### src/smf_pkg.sv
// Shared constants, types and helpers of the SEI marker finder.
package smf_pkg;

   localparam int MAX_FRAME_BYTES_DEF = 4096;

   localparam int SCAN_GUARD    = 30;
   localparam int MIN_PAYLOAD   = 21;
   localparam int MARKER_OFFSET = 20;
   localparam int UUID_BYTES    = 16;
   localparam int DCNT_W        = 5;

   localparam logic [7:0] SEI_PAYLOAD_TYPE = 8'h05;
   localparam logic [7:0] EP_BYTE          = 8'h03;
   localparam logic [7:0] SIZE_EXT_BYTE    = 8'hFF;
   localparam logic [4:0] H264_SEI_TYPE    = 5'd6;
   localparam logic [5:0] H265_SEI_PREFIX  = 6'd39;
   localparam logic [5:0] H265_SEI_SUFFIX  = 6'd40;

   localparam logic [63:0] UUID_UPPER_RST = 64'hC19E_6C8F_245A_4B7D;
   localparam logic [63:0] UUID_LOWER_RST = 64'h8E3F_2A1B_0C4D_5E6F;

   localparam logic [1:0] CSR_UUID_UPPER = 2'd0;
   localparam logic [1:0] CSR_UUID_LOWER = 2'd1;

   typedef enum logic [3:0] {
      SCAN_IDLE,
      SCAN_B0,
      SCAN_B1,
      SCAN_B2,
      SCAN_B3,
      SCAN_NAL,
      SCAN_PT,
      SCAN_SZ,
      SCAN_UE_FIRST,
      SCAN_UE,
      SCAN_DONE
   } scan_state_type;

   function automatic logic [7:0] uuid_byte(input logic [127:0] uuid, input logic [3:0] k);
      return uuid[{~k, 3'b000} +: 8];
   endfunction

endpackage

### src/smf_job_queue.sv
// Two-entry queue of frame jobs between loader and scanner.
module smf_job_queue #(
   parameter int W = 14
) (
   input  logic         clock,
   input  logic         reset,
   input  logic         push,
   input  logic [W-1:0] push_data,
   input  logic         pop,
   output logic [W-1:0] pop_data,
   output logic         empty,
   output logic         full
);
   import smf_pkg::*;

   logic [W-1:0] entry_ff [2];
   logic         wp_ff, wp_in, rp_ff, rp_in;
   logic [1:0]   cnt_ff, cnt_in;
   logic         do_push, do_pop;

   assign empty    = cnt_ff == 2'd0;
   assign full     = cnt_ff == 2'd2;
   assign do_push  = push & ~full;
   assign do_pop   = pop & ~empty;
   assign pop_data = entry_ff[rp_ff];

   always_comb begin
      wp_in  = wp_ff ^ do_push;
      rp_in  = rp_ff ^ do_pop;
      cnt_in = cnt_ff + {1'b0, do_push} - {1'b0, do_pop};
   end

   always_ff @(posedge clock) begin
      if (do_push) begin
         entry_ff[wp_ff] <= push_data;
      end
   end

   always_ff @(posedge clock) begin
      if (reset) begin
         wp_ff  <= 1'b0;
         rp_ff  <= 1'b0;
         cnt_ff <= 2'd0;
      end else begin
         wp_ff  <= wp_in;
         rp_ff  <= rp_in;
         cnt_ff <= cnt_in;
      end
   end

endmodule

### config.mk
export PLATFORM = sky130hd
export DESIGN_NAME = smf_job_queue
export DESIGN_NICKNAME = d
export VERILOG_FILES = /design/src/smf_pkg.sv /design/src/smf_job_queue.sv
export SDC_FILE = /design/constraint.sdc
export NUM_CORES = 1
export LEC_CHECK = 0
export ABC_AREA = 1
export ABC_CLOCK_PERIOD_IN_PS = 1700
export BUFFER_PORTS_ARGS = -buffer_cell sky130_fd_sc_hd__buf_2
export CORE_MARGIN = 2
export CORE_UTILIZATION = 32
export DETAILED_ROUTE_END_ITERATION = 8
export PLACE_DENSITY = 0.54
export SKIP_LAST_GASP = 1
export SLEW_MARGIN = 20
export SYNTH_ARGS = -nofsm -noshare
export SYNTH_HDL_FRONTEND = slang
export SYNTH_SLANG_ARGS = --single-unit
### constraint.sdc
create_clock -name clock -period 1.7 [get_ports clock]
set_clock_uncertainty 0.15 [all_clocks]
set_input_delay 0.17 -clock clock [delete_from_list [all_inputs] [get_ports clock]]
set_output_delay 0.17 -clock clock [all_outputs]
set_load 0.01 [all_outputs]
After elaboration in Yosys (flattened, before gate mapping)
Memory sizes are Yosys's and may differ from the RTL's. A register that Yosys moved wholly into a read port is not among the register bits.
Cells that the tools add are included.
{ "word_totals": {"register_bits": 4, "ramBits": 28, "in_bits": 18, "output_inout_bits": 16, "elab_cells": 17, "mem_count": 1} }
{ "classes": {"n_addsub": 2, "n_eq_ne": 1, "n_mux": 3, "bitwise_logic": 6, "reduce_logical": 1} }
{ "mem_list": {"columns": ["name", "words", "word_bits", "rd", "rd_ports_with_merged_regs", "write_ports", "line", "source"], "rows": [
  ["entry_ff", 2, 14, 1, 1, 1, "smf_job_queue.sv:16", "logic [W-1:0] entry_ff [2];"]
]} }
{ "ops": {"columns": ["op", "count"], "rows": [
  ["2-to-1 mux 1 bit", 3],
  ["adder 2 x 1 -> 2 bit", 1],
  ["AND 1 bit", 2],
  ["== test 2 bit, second input constant", 1],
  ["zero test 2 bit", 1],
  ["NOT 1 bit", 2],
  ["subtractor 2 x 1 -> 2 bit", 1],
  ["bitwise XOR 1 bit", 2]
]} }

Longest topological paths before layout
Gate-level depths: netlist of run 1.
{ "depth": {"ltp_word": 5, "depth_mapped": 10} }

Worst setup path after synthesis of run 1
Ideal clock, no wire load.
{ "synth_path": {"path_type": "flip-flop to flip-flop", "from": "reg cnt_ff[0]", "to": "reg cnt_ff[1]", "setup_ns": 0.115, "arrival_ns": 1.360, "t_required_ns": 1.435, "setup_slack_ns": 0.075, "stages_incl_launch_ff": 10, "n_path_buf": 0, "period_less_slack_ns": 1.625, "cell_sequence": "dfxtp_1 > nor2_1 > nor2_1 > ha_1 > inv_1 > ha_1 > inv_1 > nand2_1 > a21oi_1 > nor2_1"} }
{ "synth_rtl": {"columns": ["item", "line", "source"], "rows": [
  ["start: declaration", "smf_job_queue.sv:18", "logic [1:0] cnt_ff, cnt_in;"],
  ["start signal: assignment", "smf_job_queue.sv:47", "cnt_ff <= cnt_in;"],
  ["zero test 2 bit", "smf_job_queue.sv:21", "assign empty = cnt_ff == 2'd0;"],
  ["net empty", "smf_job_queue.sv:11", "output logic empty,"],
  ["NOT 1 bit", "smf_job_queue.sv:24", "assign do_pop = pop & ~empty;"],
  ["AND 1 bit", "smf_job_queue.sv:24", null],
  ["subtractor 2 x 1 -> 2 bit", "smf_job_queue.sv:30", "cnt_in = cnt_ff + {1'b0, do_push} - {1'b0, do_pop};"]
]} }
The timed path passes the listed nets, and every way through them passes these cells.
A chain may end at the register's enable or synchronous reset.

Worst setup path after layout of run 1
{ "layout_path": {"from": "reg cnt_ff[0]", "to": "reg cnt_ff[1]"} }
{ "layout_between": {"elab_chain_len": 5} }
{ "layout_rtl": {"columns": ["item", "line", "source"], "rows": [
  ["== test 2 bit", "smf_job_queue.sv:22", "assign full = cnt_ff == 2'd2;"],
  ["NOT 1 bit", "smf_job_queue.sv:23", "assign do_push = push & ~full;"],
  ["AND 1 bit", "smf_job_queue.sv:23", null],
  ["adder 2 x 1 -> 2 bit", "smf_job_queue.sv:30", null],
  ["subtractor 2 x 1 -> 2 bit (*)", "smf_job_queue.sv:30", null]
]} }
Mark *: on every way between the ends. The rest lies on a longest branch, timed or not.

==> results of run 1 <==
[worst reg2reg max path, cell delays in order, from the launching register on]
cell     delay (ps)
dfxtp_2         330
buf_6           120
nor2_4          120
nor2_2           60
ha_1            280
inv_2            70
ha_4            140
inv_2            40
nand2_2          70
nand3_2          70
nand2_2          80
nor2_2           40
[timing repair]
action	in CTS	in global routing
hold endpoints to repair	30	0
pin swaps	1	7
setup buffers	0	4
endpoints found under the setup margin	15	35
hold buffers	15	0
resized for setup	4	17
[stage by stage]
stage	hold WS, ps	std cells	util (%)
after floorplan	86.7	79	-
after global placement	208	164	38.9
after detailed placement	214	164	38.9
after CTS	39.4	187	45.1
after global routing	51.6	191	46.9
final	39.2	191	46.9
[path summary, 6_finish.rpt]
path	endpoint	cells past startpoint	slack, ps
worst max-delay path	cnt_ff[1]	11	40
worst max register to register	cnt_ff[1]	11	40
worst min-delay path	rp_ff	4	40
worst min register to register	rp_ff	2	380
[placed cells by master (no fill, tap or decap), types with 2 or more instances in the layout]
master	n
buf_2	33
edfxtp_1	28
dlygate4sd3_1	15
mux2_4	8
inv_1	7
mux2_2	6
buf_4	6
nor2_1	5
clkbuf_8	5
inv_2	3
nand2_2	3
dfxtp_2	3
nor2_2	2
nand2_1	2
ha_1	2
clkbuf_1	2
[cell usage after synthesis]
| library cell | n |
|---|---|
| buf_6 | 1 |
| edfxtp_1 | 28 |
| nand2_1 | 5 |
| buf_12 | 1 |
| nor2_1 | 8 |
| mux2_2 | 6 |
| nand3_1 | 2 |
| dfxtp_1 | 4 |
| inv_1 | 10 |
| mux2_4 | 8 |
| ha_1 | 4 |
| a21oi_1 | 1 |
| o21ai_0 | 1 |
[registers in the layout (all words and copies together) (netlist names)]
| name | cells |
|---|---|
| cnt_ff | 2 |
| rp_ff | 1 |
| wp_ff | 1 |
| entry_ff | 28 |
[routing by layer]
metal / vias to the layer above / global-route usage (%)
li1: 398 / -
met1: 387 / 8.97
met2: 20 / 20.1
met3: 4 / 4.50
met4: 0 / 6.12
met5: - / 0
[cells by family after synthesis]
group	after synthesis	synth area share (%)
mux	14	14.5
compound gates	2	0.771
flops	32	71.0
simple gates	15	4.54
buf+inv	12	5.31
fa+ha+maj	4	3.86
[power groups by stage]
| stage | logic (W) | registers (W) | clock network (W) |
|---|---|---|---|
| 2_1_floorplan | 0.000535 | 0.00108 | 0 |
| 3_3_place_gp | 0.000779 | 0.00109 | 0 |
| 3_5_place_dp | 0.000803 | 0.00109 | 0 |
| 4_1_cts | 0.000854 | 0.00108 | 0.000536 |
| 5_1_grt | 0.00113 | 0.00110 | 0.000573 |
| 6_report | 0.00102 | 0.00109 | 0.000521 |
[cell type report]
cell class,instances,area [µm²],share of cell area (%)
sequential,32,925,50.0
timing repair buffer,56,392,21.2
multi-input combinational,35,354,19.1
clock buffer,7,76.3,4.12
tap,50,62.6,3.38
inverter,10,37.5,2.03
clock inverter,1,3.75,0.203
==> out/metrics.cfg, run 1 <==
[outcome]
status = completed

[setup_path]
critPathMaxStageDelay_ps = 330
path_cells = buf_6 -> nor2_4 -> nor2_2 -> ha_1 -> inv_2 -> ha_4 -> inv_2 -> nand2_2 -> nand3_2 -> nand2_2 -> nor2_2
crit_buf_inv = 3
cp.arrival_ps = 1690
critPathKind = flop to flop
crit_path_end_kind = flop
cp_top_family = simple AND/OR/NAND/NOR gates
worstPathRequired_ps = 1720
slowest_stage = dfxtp_2
crit_path_start_kind = flop
critPathMaxFanout = 2
crit_start = cnt_ff[0]
rr_startpoint = cnt_ff[0]

[sta]
setup_violations = 0
fin_crit_sh_pct = 97.9
fmax_mhz = 601
max_slew.worst_pin.slew_ps = 618
hold_violations = 0
rsz0062_at_grt = true
min_period_ps = 1660
slew_headroom_pct = 58.8
fin_tns_setup_ps = 0
setup_slack_ps = 36.1
slew_violations = 0

[power]
power_leakage_nw = 0.763
power_per_cell_area_mw_per_mm2 = 1420
p_clk_share_pct = 19.8
switchingPower_w = 0.000776
intPower_w = 0.00185
vdd.ir_drop.worst_v = 0.000829
swShare_pct = 29.5
pwr-share-comb_pct = 38.9
p_seq_share_pct = 41.3
power_w = 0.00263

[cts]
cts_max_path_buffers = 2
h-tree-depth = 2
tritoncts.num_buffers = 5
cts_root_buf = clkbuf_8
cts_tree = built
clk_pin_slew_ps = 60
clkSinkCount = 32
clk_latency_ps = 270

[die]
row_count = 23
core_mm2 = 0.00394
initial_utilization_pct = 32.9
die_area_mm2 = 0.00458
ios = 34
die_h_um = 67.6
die_x_um = 67.6

[placed_design]
dpl_cell_area_mm2 = 0.00154
dp_hpwl_mm = 1.54
port_buffers = 33
gp_congestion = 0.634
dp_slack_ps = -54.2

[drt]
drc = 0
via_per_inst = 4.24
antenna_left = 0
vias = 809
drt_iter0_drc = 9
top_layer_used = met4
avgRoutedWirePerCell_um = 11.8
routed_wl_mm = 2.25
m1WireLength_um = 738
firstDrtPassIters = 4
wl_met2_mm = 1.36
wl_met3_um = 117

[cells_and_area]
n_fill_cell = 361
fin_nets = 162
area_growth_pct = 42.8
diodes = 0
design_area_mm2 = 0.00185
drive_above_1_share_pct = 54.6

[job]
drv_cap = 0

[synth]
yosysTopAreaCellShare_pct = 64.9
synth_nets = 101
avgSynthCellArea_um2 = 16.4
syn_area_mm2 = 0.00130
synthTopCellsByArea = edfxtp_1 65%, mux2_4 9.3%, dfxtp_1 6.2%
yosysSeqAreaShare_pct = 71.0
synth_largest_area_cell = edfxtp_1
ys_warn_count = 0
synth.distinct_cells = 13
synthCells = 79
ys_seq_elements = 32

[worst_hold_path]
hold_path.class = primary input to flop
min_from = pop

[grt]
antenna_found_initial = 0
grt_util_all_layers_pct = 10.6
gr-total-overflow = 0
grt_max_degree = 15
grt_pass1_wl_mm = 3.30
grt_pass1_vias = 787

Note: power is estimated with default switching activity, not from simulation.
==> run 2: changes to the inputs <==
- PLACE_DENSITY: 0.54 -> 0.5
==> run 2 against run 1 <==
  * Non-clock buffer count fell by 3
  * Clock power rose by 31%
  * Register-to-register slack got worse by 20 ps
  * Flip-flop and latch count did not move
  * Critical endpoint unchanged
  * Largest power group unchanged
==> out/metrics.cfg, run 2 (same netlist as run 1, synthesis figures left out) <==
[cts]
clk_latency_ps = 270  ; about the same
cts_setup_buffers = 0  ; unchanged
cts_tree = built
cts_max_path_buffers = 2  ; unchanged
clk_pin_slew_ps = 60  ; about the same
clkSinkCount = 32  ; unchanged
h-tree-depth = 2  ; unchanged
cts_root_buf = clkbuf_8
tritoncts.num_buffers = 5  ; unchanged

[cells_and_area]
largest_reg_flops = 28  ; unchanged
final_common_cell = buf_2
multi_input_area_um2 = 332  ; -6.4%
top_register = entry_ff
top_regs = entry_ff (28), cnt_ff (2)
n_fill_cell = 361  ; unchanged
fin_nets = 159  ; -1.9%
diodes = 0  ; unchanged
finish.utilization_pct = 46.1  ; -0.83 points
area_growth_pct = 40.3
seq_area_um2 = 923  ; -0.14%
final_cell_mix = 33 x buf_2, 28 x edfxtp_1, 15 x dlygate4sd3_1
drive_above_1_share_pct = 48.6  ; -6.1 points

[setup_path]
path_cells = inv_1 -> o21ai_2 -> buf_4 -> ha_1 -> inv_1 -> ha_1 -> inv_1 -> nand2_1 -> nand3_1 -> nand2_1 -> nor2_2
worstPathRequired_ps = 1710  ; about the same
critPathMaxFanout = 2  ; unchanged
reg2reg_to = cnt_ff[1]
crit_path_end_kind = flop
cpMostUsedCell = inv_1
slowest_stage = dfxtp_2
rrSetupSlack_ps = 20  ; -20 ps
cp_top_family = adder cells
crit_buf_inv = 4  ; +1
cp.depth = 11  ; unchanged
critPathMaxStageDelay_ps = 350  ; +20 ps
rr_worst_depth = 11  ; unchanged
crit_path_start_kind = flop
rr_startpoint = cnt_ff[1]
cp.arrival_ps = 1700  ; about the same
critPathKind = flop to flop

[job]
drv_cap = 0  ; unchanged

[grt]
grtUsageMet3_pct = 4.67  ; +0.17 points
grt_util_all_layers_pct = 10.1  ; -0.52 points
met1_usage_pct = 11.2  ; +2.3 points
grt_max_degree = 15  ; unchanged
antenna_found_initial = 0  ; unchanged
grt_util_met2_pct = 16.7  ; -3.4 points
grt_pass1_vias = 770  ; -2.2%
gr-total-overflow = 0  ; unchanged
busiest_layer = met2
grt_pass1_wl_mm = 3.18  ; -3.6%

[worst_hold_path]
min_from = pop
min_to = rp_ff
holdPathStages = 4  ; unchanged
hold_path.class = primary input to flop

[drt]
routed_wl_mm = 2.13  ; -5.5%
via_per_inst = 4.22  ; -0.41%
antenna_left = 0  ; unchanged
avgRoutedWirePerCell_um = 11.3  ; -4.0%
vias = 793  ; -2.0%
drt_iter0_drc = 31  ; +22
firstDrtPassIters = 4  ; unchanged
drc = 0  ; unchanged

[die]
die_area_mm2 = 0.00458  ; unchanged
initial_utilization_pct = 32.9  ; unchanged
die_x_um = 67.6  ; unchanged
row_count = 23  ; unchanged
die_h_um = 67.6  ; unchanged
core_mm2 = 0.00394  ; unchanged
ios = 34  ; unchanged

[power]
power_leakage_nw = 0.753  ; -1.3%
power_per_cell_area_mw_per_mm2 = 1430  ; +0.93%
power_w = 0.00261  ; -0.85%
vdd.ir_drop.worst_v = 0.000805  ; -2.9%

[sta]
timing.hold.ws_ps = 33.0  ; -6.17 ps
slew_violations = 0  ; unchanged
setup_violations = 0  ; unchanged
rsz0062_at_grt = true
fin_crit_sh_pct = 99.0  ; +1.1 points
min_period_ps = 1680  ; +18.3 ps
fin_tns_setup_ps = 0  ; unchanged
fmax_mhz = 594  ; -1.1%
setup_slack_ps = 17.7  ; -18.3 ps
max_slew.worst_pin.slew_ps = 379  ; -239 ps
hold_violations = 0  ; unchanged
slew_headroom_pct = 74.7  ; +16 points

[outcome]
status = completed

[placed_design]
gp_congestion = 0.634  ; about the same
dp_slack_ps = -60.1  ; -5.87 ps
dp_hpwl_mm = 1.45  ; -5.6%
port_buffers = 33  ; unchanged

[run 2: cell types whose count changed in the layout (fill, tap and decap cells not counted), moves of 2 or more]
cell      delta
nand2_2      -3
inv_2        -3
buf_4        -2
clkbuf_1     -2
inv_1        +3
nand2_1      +3
[run 2: tightest hold or removal path, stage by stage]
cell,delay (ps)
buf_2,90
nand3_1,70
nand2_1,60
nor2_1,30
[run 2: report_power, final]
part	internal [W]	switching (W)	total, W	leakage, nW
clock	0.000426	0.000256	0.000682	0.0532
sequential	0.00103	0.0000541	0.00109	0.295
combinational	0.000424	0.000417	0.000841	0.405
total	0.00188	0.000727	0.00261	0.753
[run 2: what timing repair did]
item                       in CTS  in global routing
pin swaps                       1                  0
hold buffers                   15                  0
cloned                          0                  0
setup endpoints to repair      29                 42
gates resized for setup         3                  9
hold endpoints to repair       30                  0
[run 2: routing by layer]
metal | wire (µm) | part of all wire (%)
met4 | 6 | 0.28
met5 | 0 | 0
met2 | 1040 | 49
met1 | 934 | 44
met3 | 147 | 6.9
[run 2: stage by stage]
| step | cells | cell area (µm²) |
|---|---|---|
| floorplan | 79 | 1300 |
| global placement | 165 | 1530 |
| detailed placement | 165 | 1530 |
| CTS | 188 | 1790 |
| global route | 188 | 1820 |
| finish | 188 | 1820 |
[run 2: layout make-up]
type	count	share of cell area, %
clock inverter	3	2.06
multi-input combinational	35	18.2
tap	50	3.44
timing repair buffer	53	19.6
sequential	32	50.8
clock buffer	5	3.79
inverter	10	2.06
[run 2: worst max-delay path by stage]
stage	start	to	slack, ps
6_report	cnt_ff[1]	cnt_ff[1]	20
5_1_grt	cnt_ff[1]	cnt_ff[1]	-70
4_1_cts	cnt_ff[0]	cnt_ff[1]	9
2_1_floorplan	cnt_ff[0]	cnt_ff[1]	70
3_5_place_dp	cnt_ff[1]	cnt_ff[1]	-60
3_3_place_gp	cnt_ff[1]	entry_ff[1][11]	20
==> run 3: changes to the inputs <==
- ABC_AREA: 1 -> unset
==> run 3 against run 2 <==
  * Sequential power shrank 4%
  * Flip-flop and latch count is the same
  * Non-clock buffer count grew 1
  * Critical path type is now flop to output pin
==> out/metrics.cfg, run 3 <==
[outcome]
status = completed

[synth]
syn_area_mm2 = 0.00130  ; about the same
synthTopCellsByCount = 28 x edfxtp_1, 10 x mux2_4, 5 x mux2_2
synth_nets = 89  ; -12%
yosysSeqAreaShare_pct = 71.0  ; about the same
synth.distinct_cells = 16  ; +3
yosysTopAreaCellShare_pct = 64.8  ; about the same
synth.mux.area_fraction_pct = 15.9  ; +1.4 points
synth_most_common_cell = edfxtp_1
synthArstFlopShare_pct = 0  ; unchanged
synthSimpleGateAreaFrac_pct = 3.57  ; -0.97 points
synthFlopType = edfxtp_1
ys_warn_count = 0  ; unchanged
synth-xor-area-share_pct = 1.74  ; +1.7 points
avgSynthCellArea_um2 = 19.4  ; +18%
synth_top_family_by_area = multiplexers
synth_compound_gate_area_share_pct = 0.675  ; -0.097 points
synthTopCellsByArea = edfxtp_1 65%, mux2_4 12%, dfxtp_1 6.2%
synthAdderAreaFrac_pct = 3.86  ; about the same
ys_seq_elements = 32  ; unchanged
synth_edf_count = 28  ; unchanged
synth_largest_area_cell = edfxtp_1
synthCells = 67  ; -15%

[power]
swShare_pct = 26.9  ; -0.97 points
power_leakage_nw = 0.738  ; -2.0%
intPower_w = 0.00167  ; -11%
p_seq_share_pct = 45.7  ; +4.1 points
p_clk_share_pct = 23.4  ; -2.7 points
switchingPower_w = 0.000615  ; -15%
pwr-share-comb_pct = 30.9  ; -1.3 points
vdd.ir_drop.worst_v = 0.000564  ; -30%
power_per_cell_area_mw_per_mm2 = 1290  ; -10%

[cts]
cts_root_buf = clkbuf_8
cts_setup_buffers = 0  ; unchanged
clkSinkCount = 32  ; unchanged
clk_pin_slew_ps = 60  ; about the same
cts_tree = built
tritoncts.num_buffers = 5  ; unchanged
h-tree-depth = 2  ; unchanged
clk_latency_ps = 280  ; about the same
cts_resized = 0  ; -3
cts_max_path_buffers = 2  ; unchanged

[job]
drv_cap = 0  ; unchanged

[die]
ios = 34  ; unchanged
die_h_um = 67.7  ; about the same
die_area_mm2 = 0.00458  ; about the same
row_count = 23  ; unchanged
core_mm2 = 0.00394  ; unchanged
initial_utilization_pct = 32.9  ; about the same
die_x_um = 67.7  ; about the same

[drt]
antenna_left = 0  ; unchanged
routed_wl_mm = 2.07  ; -2.9%
vias = 730  ; -7.9%
drt_iter0_drc = 3  ; -90%
drc = 0  ; unchanged
via_per_inst = 4.12  ; -2.2%
firstDrtPassIters = 3  ; -1
avgRoutedWirePerCell_um = 11.7  ; +3.2%

[grt]
grt_pass1_vias = 726  ; -5.7%
grt_max_degree = 11  ; -4
grt_util_all_layers_pct = 10.4  ; +0.35 points
grt_util_met2_pct = 16.8  ; +0.12 points
grt_pass1_wl_mm = 3.22  ; +1.3%
antenna_found_initial = 0  ; unchanged
met1_usage_pct = 10.7  ; -0.52 points
gr-total-overflow = 0  ; unchanged
grtUsageMet3_pct = 4.50  ; -0.17 points
busiest_layer = met2

[cells_and_area]
fin_nets = 148  ; -6.9%
diodes = 0  ; unchanged
design_area_mm2 = 0.00177  ; -2.5%
largest_reg_flops = 28  ; unchanged
area_growth_pct = 36.5
final_cell_mix = 33 x buf_2, 28 x edfxtp_1, 15 x dlygate4sd3_1
n_fill_cell = 367  ; +1.7%
top_register = entry_ff
final_common_cell = buf_2
top_regs = entry_ff (28), cnt_ff (2)
drive_above_1_share_pct = 49.6  ; +1.1 points

[sta]
fmax_mhz = 623  ; +4.8%
setup_violations = 0  ; unchanged
rsz0062_at_grt = false
min_period_ps = 1600  ; -77.4 ps
slew_headroom_pct = 88.2  ; +14 points
fin_crit_sh_pct = 94.4  ; -4.6 points
slew_violations = 0  ; unchanged
fin_tns_setup_ps = 0  ; unchanged
max_slew.worst_pin.slew_ps = 176  ; -203 ps
hold_violations = 0  ; unchanged

[placed_design]
port_buffers = 33  ; unchanged
gp_congestion = 0.584  ; -7.8%
dp_hpwl_mm = 1.43  ; -1.3%
dpl_cell_area_mm2 = 0.00154  ; +0.57%

[setup_path]
critPathMaxFanout = 9  ; +7
crit_path_end_kind = output pin
cp.arrival_ps = 1280  ; -420 ps
crit_path_start_kind = flop
worstPathRequired_ps = 1380  ; -330 ps
critPathKind = flop to output pin

[worst_hold_path]
hold_path.class = primary input to flop

## run 3: cell types whose count changed in the layout (fill, tap and decap cells not counted), sizes merged, moves of 2 or more
cell and change:
nand2 -4, nor2 -4, nor2b +2, inv -7, nand3 -2
## run 3: final cells by class
type	count	area (µm²)	area share [%]
tap	50	62.6	3.53
multi-input combinational	30	334	18.9
sequential	32	921	52.0
timing repair buffer	54	360	20.3
clock inverter	3	13.8	0.777
clock buffer	5	68.8	3.88
inverter	3	11.3	0.636
## run 3: power by group through the flow
stage,logic [W],clock network (W),registers [W]
after floorplan,0.000496,0,0.00105
after global routing,0.000779,0.000586,0.00106
final,0.000707,0.000534,0.00105
after detailed placement,0.000694,0,0.00106
after CTS,0.000723,0.000558,0.00105
after global placement,0.000680,0,0.00105
## run 3: logic make-up after synthesis
group                      Yosys count
AOI/OAI and AO/OA                    1
muxes                               15
xor gates and xnor gates             1
DFF                                 32
and+or+nand+nor                      9
buffers and inverters                5
adders and majority gates            4
## run 3: repair_timing
action / 4_1_cts / 5_1_grt
endpoints found under the setup margin: 0 / 0
hold buffers: 15 / 0
endpoints found under the hold margin: 31 / 0
## run 3: path summary, 6_finish.rpt
check                 end  slack [ps]      start  cells past startpoint
max          pop_data[10]         100      rp_ff                      3
min                 rp_ff         140        pop                      3
max reg2reg     cnt_ff[1]         140  cnt_ff[1]                      6
min reg2reg         wp_ff         410      wp_ff                      3
## run 3: routing by layer
metal / up-vias / share of wire, % / routed length, µm
met3: 5 / 6.3 / 131
li1: 361 / - / -
met5: - / 0 / 0
met1: 341 / 40 / 824
met4: 0 / 2.9 / 61
met2: 23 / 51 / 1050
## run 3: metrics by stage
stage	instances	power (W)	utilization, %	setup WS, ps	hold WS (ps)
2_1_floorplan	67	0.00155	-	130	86.7
3_3_place_gp	154	0.00173	39.0	207	209
3_5_place_dp	154	0.00176	39.0	144	211
4_1_cts	177	0.00233	44.9	72.9	137
5_1_grt	177	0.00243	44.9	21.9	152
6_report	177	0.00229	44.9	95.2	141
## run 3: worst max-delay path, cell delays in order (launching register included)
cell and delay (ps):
dfxtp_1 330, buf_4 220, mux2_4 310, buf_2 140
