`config.mk`:
```
export PLATFORM = sky130hd
export DESIGN_NAME = smf_loader
export DESIGN_NICKNAME = d
export VERILOG_FILES = /design/src/smf_pkg.sv /design/src/smf_loader.sv
export SDC_FILE = /design/constraint.sdc
export NUM_CORES = 1
export LEC_CHECK = 0
export BUFFER_PORTS_ARGS = -buffer_cell sky130_fd_sc_hd__buf_4
export CORE_MARGIN = 1.5
export CORE_UTILIZATION = 47
export CTS_BUF_LIST = sky130_fd_sc_hd__clkbuf_4 sky130_fd_sc_hd__clkbuf_8
export CTS_CLUSTER_SIZE = 40
export DETAILED_ROUTE_END_ITERATION = 12
export GPL_ROUTABILITY_DRIVEN = 0
export GPL_TIMING_DRIVEN = 0
export PLACE_DENSITY = 0.88
export REMOVE_ABC_BUFFERS = 1
export SYNTH_ARGS = -nofsm -noshare
export SYNTH_HDL_FRONTEND = slang
export SYNTH_SLANG_ARGS = --single-unit
export TNS_END_PERCENT = 10
```
`constraint.sdc`:
```
create_clock -name clock -period 2.2 [get_ports clock]
set_input_delay 0.44 -clock clock [delete_from_list [all_inputs] [get_ports clock]]
set_output_delay 0.44 -clock clock [all_outputs]
set_load 0.03 [all_outputs]
```
`src/smf_pkg.sv`:
```
// Shared constants, types and helpers of the SEI marker finder.
package smf_pkg;

   localparam int MAX_FRAME_BYTES_DEF = 4096;

   localparam int SCAN_GUARD    = 30;
   localparam int MIN_PAYLOAD   = 21;
   localparam int MARKER_OFFSET = 20;
   localparam int UUID_BYTES    = 16;
   localparam int DCNT_W        = 5;

   localparam logic [7:0] SEI_PAYLOAD_TYPE = 8'h05;
   localparam logic [7:0] EP_BYTE          = 8'h03;
   localparam logic [7:0] SIZE_EXT_BYTE    = 8'hFF;
   localparam logic [4:0] H264_SEI_TYPE    = 5'd6;
   localparam logic [5:0] H265_SEI_PREFIX  = 6'd39;
   localparam logic [5:0] H265_SEI_SUFFIX  = 6'd40;

   localparam logic [63:0] UUID_UPPER_RST = 64'hC19E_6C8F_245A_4B7D;
   localparam logic [63:0] UUID_LOWER_RST = 64'h8E3F_2A1B_0C4D_5E6F;

   localparam logic [1:0] CSR_UUID_UPPER = 2'd0;
   localparam logic [1:0] CSR_UUID_LOWER = 2'd1;

   typedef enum logic [3:0] {
      SCAN_IDLE,
      SCAN_B0,
      SCAN_B1,
      SCAN_B2,
      SCAN_B3,
      SCAN_NAL,
      SCAN_PT,
      SCAN_SZ,
      SCAN_UE_FIRST,
      SCAN_UE,
      SCAN_DONE
   } scan_state_type;

   function automatic logic [7:0] uuid_byte(input logic [127:0] uuid, input logic [3:0] k);
      return uuid[{~k, 3'b000} +: 8];
   endfunction

endpackage

```
`src/smf_loader.sv`:
```
// Front end: accepts frame words, fills the frame memory and queues a frame job.
module smf_loader #(
   parameter int MAX_FRAME_BYTES = smf_pkg::MAX_FRAME_BYTES_DEF,
   parameter int CNT_W           = $clog2(MAX_FRAME_BYTES + 1),
   parameter int ADDR_W          = $clog2(MAX_FRAME_BYTES)
) (
   input  logic              clock,
   input  logic              reset,
   input  logic              req_tvalid,
   output logic              req_tready,
   input  logic [7:0]        req_tdata,   // frame_byte
   input  logic              req_tlast,   // last_byte
   input  logic              mem_free,
   output logic              wr_en,
   output logic [ADDR_W-1:0] wr_addr,
   output logic [7:0]        wr_data,
   output logic              push,
   output logic [CNT_W-1:0]  push_size,
   output logic              push_ovf
);
   import smf_pkg::*;

   logic [CNT_W-1:0] count_ff, count_in;
   logic             ovf_ff, ovf_in;
   logic             acc;
   logic             room;

   assign req_tready = mem_free;
   assign acc        = req_tvalid & mem_free;
   assign room       = count_ff < CNT_W'(MAX_FRAME_BYTES);

   assign wr_en     = acc & room;
   assign wr_addr   = count_ff[ADDR_W-1:0];
   assign wr_data   = req_tdata;
   assign push_size = room ? count_ff + 1'b1 : count_ff;
   assign push_ovf  = ovf_ff | ~room;
   assign push      = acc & req_tlast;

   always_comb begin
      count_in = count_ff;
      ovf_in   = ovf_ff;
      if (acc) begin
         if (req_tlast) begin
            count_in = '0;
            ovf_in   = 1'b0;
         end else begin
            count_in = push_size;
            ovf_in   = push_ovf;
         end
      end
   end

   always_ff @(posedge clock) begin
      if (reset) begin
         count_ff <= '0;
         ovf_ff   <= 1'b0;
      end else begin
         count_ff <= count_in;
         ovf_ff   <= ovf_in;
      end
   end

endmodule

```
======== Yosys cells after proc, flatten, opt, wreduce, memory -nomap -nowiden ========
Index checks and enable logic that the tools add are counted.
operators by class
  bitwise operators ....................... 5
  reductions and logical operators ........ 0
  multiply operators ...................... 0
  $lt $le $gt $ge ......................... 1
  $add $sub $neg .......................... 1
  muxes and demuxes ....................... 3
  div/mod/pow operators ................... 0
  shift-type cells ........................ 0
  eq/ne operators ......................... 0
operator list
  operator                                       count
  2-to-1 mux 13 bit                              2
  adder 13 x 1 -> 13 bit, second input constant  1
  < comparator 13 bit, second input constant     1
  AND 1 bit                                      3
  2-to-1 mux 1 bit                               1
  NOT 1 bit                                      1
  bitwise OR 1 bit                               1
word-level totals
  latch bits .............................. 0
  ROM bits ................................ 0
  output and inout port bits .............. 37
  bits of input ports ..................... 13
  logic and storage cells ................. 12
  memories kept ........................... 0
  register bits after elaboration ......... 14
  bits in writable memories ............... 0

======== Longest topological paths before layout ========
Gate-level depths: netlist (run 1).
  depth in word-level cells ............... 4
  depth in mapped cells ................... 6
  gate-level depth less buffers ........... 5

======== Worst setup path after synthesis (run 1) ========
OpenSTA, ideal clock, no wires.
  path kind ............................... flip-flop to output port
  from .................................... register count_ff[0]
  to ...................................... output port push_size[8]
  cell stages (with the launch flop) ...... 6
  buffers on the path ..................... 0
  path slack .............................. 0.186 ns
  arrival ................................. 1.574 ns
  required time ........................... 1.760 ns
  cell sequence ........................... dfxtp_1 > ha_1 > nor2b_2 > nand2_1 > nor2_1 > xor2_1
on the way
  word-level cells in the longest chain between the ends .. 2
  elaborated cells on any way between the ends .. 3
  classes of those cells .................. add/sub (1); order compare (1); mux (1)
RTL lines
  element                                                        RTL line                            RTL
  start: declaration                                             smf_loader.sv:23                    logic [CNT_W-1:0] count_ff, count_in;
  start signal: assignment                                       smf_loader.sv:58                    count_ff <= count_in;
  adder 13 x 1 -> 13 bit or < comparator 13 bit (tied branches)  smf_loader.sv:35, smf_loader.sv:30
  2-to-1 mux 13 bit *                                            smf_loader.sv:35                    assign push_size = room ? count_ff + 1'b1 : count_ff;
  end: declaration                                               smf_loader.sv:18                    output logic [CNT_W-1:0] push_size,
Every way passes the cells marked *; elsewhere a longest branch is shown, timed or not.

======== Worst setup path after layout (run 1) ========
Ends and elaborated chain as after synthesis.

==> results of run 1 <==
## state kept, by name, summed over array words and instances (netlist names)
register and cells:
count_ff 13, ovf_ff 1
## Yosys cell counts (all sizes together) (3+ instances only)
cell    number  share of area, %
a21oi        9               4.3
a22oi        3               2.2
a31oi        6               3.6
buf         26                19
clkbuf       3               1.1
dfxtp       14                27
nand2        5               1.8
nand3        3               1.4
nand4        3               3.2
nor2         9               3.2
o21ai        7               3.3
or3          5               3.0
xnor2        9               7.5
## layer usage
| layer | vias to the layer above | routed length [µm] | global-route usage (%) |
|---|---|---|---|
| li1 | 459 | - | - |
| met1 | 424 | 930 | 22.1 |
| met2 | 52 | 1030 | 30.0 |
| met3 | 4 | 205 | 6.55 |
| met4 | 0 | 27 | 6.94 |
| met5 | - | 0 | 0 |
## layout make-up
type | instances | area share [%]
clock buffers | 4 | 3.04
repair buffers | 35 | 22.0
well taps | 27 | 2.83
inverters | 2 | 0.628
multi-input cells | 83 | 47.1
flip-flops and latches | 14 | 24.4
## power by group
group | switching, mW | total (mW) | internal [mW]
combinational | 0.0330 | 0.0518 | 0.0188
sequential | 0.00137 | 0.256 | 0.254
clock | 0.0843 | 0.185 | 0.101
total | 0.119 | 0.492 | 0.374
## worst paths after layout
path | slack, ns | end | cells past startpoint | from
hold / removal | 0.43 | count_ff[3]$_SDFFE_PP0P_ | 2 | reset
setup reg to reg | 0.62 | count_ff[8]$_SDFFE_PP0P_ | 5 | count_ff[0]$_SDFFE_PP0P_
setup / recovery | 0.14 | push_size[8] | 6 | count_ff[0]$_SDFFE_PP0P_
hold reg to reg | 0.52 | count_ff[10]$_SDFFE_PP0P_ | 2 | count_ff[10]$_SDFFE_PP0P_
## repair_timing
action | CTS | global route
resized for setup | 7 | 8
endpoints found under the setup margin | 6 | 4
buffers inserted | 2 | 0
## cells by family (layout without fill, tap and decap cells)
kind of cell | Yosys count | in the layout | synth area share, %
buf+inv | 31 | 41 | 20.7
fa+ha+maj | 1 | 1 | 1.20
compound gates | 29 | 29 | 17.0
flops | 14 | 14 | 26.8
mux | 2 | 2 | 2.03
simple gates | 40 | 40 | 23.1
xor+xnor | 11 | 11 | 9.21
## layout by cell type (no fill, tap or decap), types with 3 or more instances in the layout
| cell | n |
|---|---|
| buf_4 | 35 |
| nand2_1 | 4 |
| a21oi_1 | 9 |
| a31oi_1 | 6 |
| xnor2_1 | 9 |
| dfxtp_1 | 5 |
| a22oi_1 | 3 |
| o21ai_0 | 7 |
| clkbuf_4 | 3 |
| nor2_1 | 8 |
| nand3_1 | 3 |
| or3_1 | 5 |
| dfxtp_2 | 9 |
==> impl_results.md, run 1 <==
- Run status: finished clean
- Worst-path maximum fanout: 6
- CTS tree: built
- Setup slack after layout: 0.143 ns
- RSZ-0062 raised after global routing: false
- Relative slew slack: 68.7%
- CTS root buffer: clkbuf_4
- Row cnt: 16
- Via density: 5.69
- DP Wirelength: 1.59 mm
- Critical path class: flop to output port
- Async set-reset flop share out of synthesis: 0%
- Arr. time, crit path: 1.62 ns
- Area delta synth->final: 14.2%
- F_max: 0.486 GHz
- CP top delay family: simple AND/OR/NAND/NOR gates
- Max cap viols: 0
- Final antenna diode count: 0
- Remaining DRCs: 0
- Sequential area share after synthesis: 26.8%
- Setup Skew: 0.00598 ns
- I/O Buffers: 33
- Total CTS buffers: 3
- Final Core Density: 59.1%
- Gr usage total: 18.5%
- Final period utilization: 93.5%
- Flops & latches, synth: 14
- Placed Area: 1120 µm²
- Number of global-route vias before repair: 821
- Total grt overflow: 0
- Post-synthesis area per instance: 8.17 µm²
- Setup TNS: 0 ns
- VDD IR max: 0.000309 V
- Worst Setup End Kind: output port
- Post-route ant nets: 0
- Clk sink count: 14
- Measured slew at the worst slew-check pin: 0.468 ns
- Area used by multi-input combinational logic: 563 µm²
- Nets: 153
- Pre-CTS setup slack: 0.0768 ns
- Bufs on Longest Clock Path: 2
- Tot Pwr: 492 µW
- Clk_lat worst skew: 0.28 ns
- YS warnings: 0
- Worst hold path type: input pin to flop
- Die width: 50.2 µm
- Fillers: 193
- Post-route cell area: 1190 µm²
- FF/Latch Area: 292 µm²
- Clk pin slew, worst setup/hold paths: 0.09 ns
- Final Hold Vio Count: 0
- Cells after Synth: 128
- Drt pass-1 iters: 4
- P_leak: 0.516 nW
- Total wire length: 2.20 mm
- H-tree depth: 1
- Final setup fails: 0
- # hold bufs at CTS: 0
- Main synth FF type: dfxtp_1
- Largest net degree at the start of global routing: 17
- Yosys cell types: 35
- Routed WL per cell: 13.3 µm
- Initial antenna violation count: 0
- Number of synthesized flops with an enable pin: 0
- Critical Path RT: 1.76 ns
- I/O pin count: 50
- Detailed-route via count: 939
- Die area: 2520 µm²
- DIE HEIGHT: 50.2 µm
- Post-route insts no fill: 165
- Initial Utilization: 51.7%
- Buf/Inv on CP: 1
- First-pass GRT wire length: 3.61 mm
- Max-slew violations: 0
- Worst path cell trace: ha_1, nor2b_4, nand2_2, nor2_1, xor2_1, buf_4
- Final Critical Period: 2.06 ns
- Type of origin of the critical path: flop
- Share of cells above drive strength 1: 41.3%
- DRT iter0 DRCs: 24
- Max incr delay on CP: 0.37 ns
- DP Cell Count: 159
- Worst-path cell with the longest stage delay: dfxtp_2
- Synth Cell Area: 1050 µm²
- WHS: 0.433 ns
- Core ar.: 2020 µm²
- Cell Pwr Density: 412 nW/µm²
No activity file was read; power rests on OpenSTA's default activity.
==> run 2, diff against run 1 <==
--- a/config.mk
+++ b/config.mk
@@ -5,15 +5,16 @@
 export SDC_FILE = /design/constraint.sdc
 export NUM_CORES = 1
 export LEC_CHECK = 0
+export ABC_AREA = 1
 export BUFFER_PORTS_ARGS = -buffer_cell sky130_fd_sc_hd__buf_4
 export CORE_MARGIN = 1.5
-export CORE_UTILIZATION = 47
+export CORE_UTILIZATION = 48
 export CTS_BUF_LIST = sky130_fd_sc_hd__clkbuf_4 sky130_fd_sc_hd__clkbuf_8
 export CTS_CLUSTER_SIZE = 40
 export DETAILED_ROUTE_END_ITERATION = 12
 export GPL_ROUTABILITY_DRIVEN = 0
 export GPL_TIMING_DRIVEN = 0
-export PLACE_DENSITY = 0.88
+export PLACE_DENSITY = 0.89
 export REMOVE_ABC_BUFFERS = 1
 export SYNTH_ARGS = -nofsm -noshare
 export SYNTH_HDL_FRONTEND = slang
==> impl_results.md, run 2 <==
- F_max: 0.471 GHz (-3.2%)
- Die area: 2480 µm² (-1.5%)
- Top Registers: count_ff x13, ovf_ff x1
- DIE HEIGHT: 49.8 µm (-0.76%)
- Placed Area: 1160 µm² (+3.5%)
- CTS root buffer: clkbuf_4
- Area used by multi-input combinational logic: 524 µm² (-6.9%)
- Synth Cell Area: 1050 µm² (+0.48%)
- Gr usage total: 19.6% (+1.2 points)
- Cells after Synth: 166 (+30%)
- Routed WL per cell: 11.9 µm (-11%)
- Post-synthesis mux area share: 0% (-2.0 points)
- DP Cell Count: 201 (+26%)
- Total wire length: 2.45 mm (+12%)
- Final Core Density: 60.6% (+1.5 points)
- Largest net degree at the start of global routing: 17 (unchanged)
- Total CTS buffers: 3 (unchanged)
- Measured slew at the worst slew-check pin: 0.860 ns (+0.393 ns)
- Top-count cell post-synth: nand2_1
- Final setup fails: 0 (unchanged)
- Worst r2r src: count_ff[0]$_SDFFE_PP0P_
- WHS: 0.412 ns (-0.0201 ns)
- Final Critical Period: 2.12 ns (+0.0678 ns)
- YS warnings: 0 (unchanged)
- Setup Skew: 0.00612 ns (+0.000145 ns)
- H-tree depth: 1 (unchanged)
- Post-route cell area: 1210 µm² (+1.5%)
- VDD IR max: 0.000316 V (+2.4%)
- Share of cells above drive strength 1: 28.5% (-13 points)
- Critical Path RT: 1.76 ns (about the same)
- Clk sink count: 14 (unchanged)
- Post-synth top area cell: dfxtp_1
- Nets: 194 (+27%)
- Tot Pwr: 489 µW (-0.71%)
- Core ar.: 2000 µm² (-0.99%)
- I/O Buffers: 33 (unchanged)
- Type of origin of the critical path: flop
- Remaining DRCs: 0 (unchanged)
- Critical path class: flop to output port
- Final period utilization: 96.6% (+3.1 points)
- Synth top cells by count: 50 x nand2_1, 21 x buf_4, 20 x inv_1, 14 x dfxtp_1, 12 x a21oi_1
- Worst Hold End: count_ff[3]$_SDFFE_PP0P_
- Die width: 49.8 µm (-0.76%)
- CTS tree: built
- Area share of fa/ha/maj cells after synthesis: 1.19% (-0.0057 points)
- Worst hold path type: input pin to flop
- Final antenna diode count: 0 (unchanged)
- Main synth FF type: dfxtp_1
- Post-synth top area share: 26.7% (-0.13 points)
- Area delta synth->final: 15.4%
- Post-route ant nets: 0 (unchanged)
- Post-synthesis area per instance: 6.33 µm² (-23%)
- R2R Path End: count_ff[8]$_SDFFE_PP0P_
- Max cap viols: 0 (unchanged)
- Relative slew slack: 42.4% (-26 points)
- Worst Setup End Kind: output port
- Hold Path Stages: 2 (unchanged)
- Via density: 4.99 (-12%)
- Max-slew violations: 0 (unchanged)
- Area contributors post-synth: dfxtp_1 27%, nand2_1 18%, buf_4 15%, inv_1 7.1%, a21oi_1 5.7%
- Number of global-route vias before repair: 870 (+6.0%)
- Row cnt: 16 (unchanged)
- Min-delay src: reset
- DRT iter0 DRCs: 14 (-42%)
- Flops & latches, synth: 14 (unchanged)
- Most frequent cells in the layout: 50 x nand2_1, 34 x buf_4, 20 x inv_1
- I/O pin count: 50 (unchanged)
- Fillers: 197 (+2.1%)
- Worst-path maximum fanout: 11 (+5)
- Arr. time, crit path: 1.68 ns (+0.06 ns)
- Run status: finished clean
- P_leak: 0.565 nW (+9.5%)
- Compound-Gate Fraction of Synth Area: 9.64% (-7.3 points)
- Post-route insts no fill: 206 (+25%)
- Cell Pwr Density: 403 nW/µm² (-2.1%)
- Bufs on Longest Clock Path: 2 (unchanged)
- Largest family of logic cells by synthesized area: simple AND/OR/NAND/NOR gates
- Yosys cell types: 25 (-29%)
- First-pass GRT wire length: 3.82 mm (+5.9%)
- FF/Latch Area: 284 µm² (-2.6%)
- Final Hold Vio Count: 0 (unchanged)
- # hold bufs at CTS: 0 (unchanged)
- Simple-Gate Fraction of Synth Area: 35.1% (+12 points)
- DP Wirelength: 1.71 mm (+7.1%)
- Clk_lat worst skew: 0.28 ns (about the same)
- Number of synthesized flops with an enable pin: 0 (unchanged)
- Detailed-route via count: 1,027 (+9.4%)
- Clk pin slew, worst setup/hold paths: 0.09 ns (about the same)
- Initial antenna violation count: 0 (unchanged)
- Post-synthesis xor/xnor area fraction: 3.21% (-6.0 points)
- Reg with most FFs: count_ff
- Max reg flops: 13 (unchanged)
- Drt pass-1 iters: 4 (unchanged)
- Reg2Reg Depth: 8 (+3)
- Async set-reset flop share out of synthesis: 0% (unchanged)
- Initial Utilization: 52.5% (+0.77 points)
- R2R setup slack: 0.74 ns (+0.12 ns)
- Sequential area share after synthesis: 26.7% (-0.13 points)
- Commonest non-fill, non-tap cell in the layout: nand2_1
- Total grt overflow: 0 (unchanged)
## run 2: cell families (layout without fill, tap and decap cells)
family / count (synthesis) / count (layout)
AND/OR/NAND/NOR: 84 / 84
flip-flops: 14 / 14
buffers and inverters: 46 / 59
adder cells (fa/ha/maj): 1 / 1
AO/OA/AOI/OAI: 18 / 18
XOR/XNOR: 3 / 3
## run 2: layout make-up
class	instances	area share [%]
multi-input combinational	106	43.2
sequential	14	23.4
timing repair buffer	34	21.1
inverter	21	6.50
clock buffer	4	2.99
tap	27	2.79
## run 2: what timing repair did
item	in CTS	in global routing
hold endpoints to repair	0	0
pin swaps	0	1
endpoints found under the setup margin	1	3
resized for setup	2	3
buffers inserted	0	1
## run 2: report_power, final
part           switching, mW  leakage [nW]  internal (mW)  total, mW
Combinational         0.0300         0.430         0.0151     0.0451
Clock                 0.0868        0.0210          0.101      0.188
Sequential           0.00170         0.114          0.254      0.256
## run 2: per-stage QoR
stage,setup TNS [ns],worst slack (ns)
after floorplan,0,0.249
after global placement,0,0.225
after detailed placement,0,0.195
after CTS,0,0.0496
after global routing,-0.00624,-0.00624
final,0,0.0751
## run 2: worst max path at each step
stage / from / to / slack, ns / depth (start not counted)
after floorplan: count_ff[1]$_SDFFE_PP0P_ / push_size[4] / 0.25 / 3
after global placement: mem_free / count_ff[7]$_SDFFE_PP0P_ / 0.22 / 5
after detailed placement: req_tvalid / count_ff[5]$_SDFFE_PP0P_ / 0.20 / 5
after CTS: count_ff[0]$_SDFFE_PP0P_ / push_size[8] / 0.05 / 7
after global routing: count_ff[12]$_SDFFE_PP0P_ / push_size[3] / -0.006 / 4
final: count_ff[12]$_SDFFE_PP0P_ / push_size[3] / 0.08 / 4
## run 2: critical path: stages, from the launching register on
cell and delay [ns]:
dfxtp_1 0.46, nor3_4 0.37, buf_4 0.18, xor2_2 0.19, buf_4 0.20
## run 2: routing by layer
| metal | global-route usage (%) | vias to the layer above | share of wire, % |
|---|---|---|---|
| met2 | 31.6 | 49 | 48 |
| met5 | 0 | - | 0 |
| met1 | 24.2 | 443 | 42 |
| met3 | 6.06 | 6 | 7.4 |
| li1 | - | 529 | - |
| met4 | 8.33 | 0 | 2.4 |
==> run 3, diff against run 2 <==
--- a/config.mk
+++ b/config.mk
@@ -13,7 +13,7 @@
 export CTS_CLUSTER_SIZE = 40
 export DETAILED_ROUTE_END_ITERATION = 12
 export GPL_ROUTABILITY_DRIVEN = 0
-export GPL_TIMING_DRIVEN = 0
+export GPL_TIMING_DRIVEN = 1
 export PLACE_DENSITY = 0.89
 export REMOVE_ABC_BUFFERS = 1
 export SYNTH_ARGS = -nofsm -noshare
==> impl_results.md, run 3 (synthesis gave the netlist of run 2 again) <==
- Run status: finished clean
- DP Wirelength: 1.80 mm (+5.6%)
- Initial antenna violation count: 0 (unchanged)
- I/O pin count: 50 (unchanged)
- Bufs on Longest Clock Path: 2 (unchanged)
- Comb pwr share: 10.6% (+1.4 points)
- Reg2Reg Depth: 5 (-3)
- Final antenna diode count: 0 (unchanged)
- Fillers: 209 (+6.1%)
- Max cap viols: 0 (unchanged)
- Final setup fails: 0 (unchanged)
- Worst-path maximum fanout: 11 (unchanged)
- # hold bufs at CTS: 0 (unchanged)
- I/O Buffers: 33 (unchanged)
- R2R Path End: count_ff[3]$_SDFFE_PP0P_
- Flop pwr share: 56.6% (+4.2 points)
- Most frequent cells in the layout: 50 x nand2_1, 36 x buf_4, 20 x inv_1
- RSZ-0062 raised after global routing: false
- Routed WL per cell: 11.5 µm (-3.3%)
- DIE HEIGHT: 49.8 µm (unchanged)
- Clk sink count: 14 (unchanged)
- Remaining DRCs: 0 (unchanged)
- Die width: 49.8 µm (unchanged)
- Commonest non-fill, non-tap cell in the layout: nand2_1
- Post-route ant nets: 0 (unchanged)
- Worst hold path type: input pin to flop
- Worst Setup End Kind: output port
- Total grt overflow: 0 (unchanged)
- NetSw: 117 µW (-1.6%)
- Detailed-route via count: 1,036 (+0.88%)
- Area delta synth->final: 15.5%
- Largest net degree at the start of global routing: 14 (-3)
- Initial Utilization: 52.5% (unchanged)
- H-tree depth: 1 (unchanged)
- Max-slew violations: 0 (unchanged)
- Gr usage total: 20.3% (+0.69 points)
- Tot Pwr: 452 µW (-7.6%)
- Nets: 196 (+1.0%)
- Die area: 2480 µm² (unchanged)
- Number of global-route vias before repair: 928 (+6.7%)
- Type of origin of the critical path: flop
- P_leak: 0.571 nW (+0.97%)
- F_max: 0.477 GHz (+1.3%)
- CTS tree: built
- Worst Hold End: count_ff[3]$_SDFFE_PP0P_
- Cell Pwr Density: 372 nW/µm² (-7.7%)
- Clk pin slew, worst setup/hold paths: 0.08 ns (about the same)
- Core ar.: 2000 µm² (unchanged)
- DRT iter0 DRCs: 22 (+8)
- Final Hold Vio Count: 0 (unchanged)
- Critical Path RT: 1.76 ns (about the same)
- CP Launch Point: count_ff[12]$_SDFFE_PP0P_
- First-pass GRT wire length: 3.97 mm (+3.8%)
- Total wire length: 2.38 mm (-2.9%)
- Critical path class: flop to output port
- Power share of the clock group: 32.7% (-5.7 points)
- Via density: 5.00 (+0.39%)
- WHS: 0.413 ns (+0.00101 ns)
- VDD IR max: 0.000318 V (+0.64%)
- CTS root buffer: clkbuf_4
- Sw frac: 25.8% (+1.6 points)
- Measured slew at the worst slew-check pin: 0.456 ns (-0.404 ns)
- Min-delay src: reset
- Reg with most FFs: count_ff
- Arr. time, crit path: 1.66 ns (-0.02 ns)
- Share of cells above drive strength 1: 28.9% (+0.40 points)
- Total CTS buffers: 3 (unchanged)
- Hold Path Stages: 2 (unchanged)
- R2R setup slack: 0.79 ns (+0.05 ns)
- Row cnt: 16 (unchanged)
- Setup TNS: 0 ns (unchanged)
- FF/Latch Area: 284 µm² (unchanged)
- Clk_lat worst skew: 0.29 ns (about the same)
- Top Registers: count_ff x13, ovf_ff x1
- Final Critical Period: 2.10 ns (-0.0265 ns)
- Relative slew slack: 69.6% (+27 points)
- Pint: 335 µW (-9.5%)
- Drt pass-1 iters: 4 (unchanged)
- Setup Skew: 0.00314 ns (-0.00299 ns)
- Area used by multi-input combinational logic: 524 µm² (unchanged)
- Final period utilization: 95.4% (-1.2 points)
- Worst r2r src: count_ff[12]$_SDFFE_PP0P_
- Max reg flops: 13 (unchanged)
==> run 3: cell count changes in the layout (fill, tap and decap cells not counted), sizes merged <==
cell and delta:
clkbuf -1, buf +2
==> run 3: power groups by stage <==
stage	Clock [mW]	Combinational (mW)	Sequential (mW)
finish	0.148	0.0480	0.256
global route	0.164	0.0518	0.256
CTS	0.149	0.0483	0.256
detailed placement	0	0.0480	0.262
global placement	0	0.0475	0.261
floorplan	0	0.0193	0.263
==> run 3: what timing repair did <==
item,CTS,global route
resized for setup,0,6
buffers inserted,0,1
endpoints found under the setup margin,0,3
==> run 3: how the worst max path moves through the flow <==
stage,endpoint,depth (start not counted)
floorplan,push_size[4],3
global placement,push_size[8],7
detailed placement,push_size[8],7
CTS,push_size[8],7
global route,push_size[8],7
finish,push_size[3],4
==> run 3: per-stage QoR <==
| stage | worst slack, ns | instance area, µm² | cells | utilization, % |
|---|---|---|---|---|
| final | 0.102 | 1210 | 207 | 60.6 |
| after global routing | 0.0135 | 1210 | 207 | 60.6 |
| after CTS | 0.0365 | 1190 | 206 | 59.7 |
| after detailed placement | 0.352 | 1170 | 203 | 58.6 |
| after global placement | 0.455 | 1170 | 203 | 58.6 |
| after floorplan | 0.249 | 876 | 141 | - |
==> run 3: final cells by class <==
| type | instances | area share [%] |
|---|---|---|
| repair buffers | 36 | 22.3 |
| clock buffers | 3 | 1.86 |
| well taps | 27 | 2.78 |
| inverters | 21 | 6.49 |
| multi-input cells | 106 | 43.2 |
| flip-flops and latches | 14 | 23.4 |
==> run 3: worst max-delay path, cell delays in order (launching register included) <==
cell and delay [ns]:
dfxtp_1 0.45, nor3_4 0.36, buf_4 0.18, xor2_2 0.18, buf_4 0.19
==> run 3: per-layer routing <==
metal	up-vias	GRT usage, %	routed length, µm
li1	531	-	-
met1	462	23.9	1040
met2	41	34.2	1150
met3	2	6.67	157
met4	0	7.41	25
met5	-	0	0
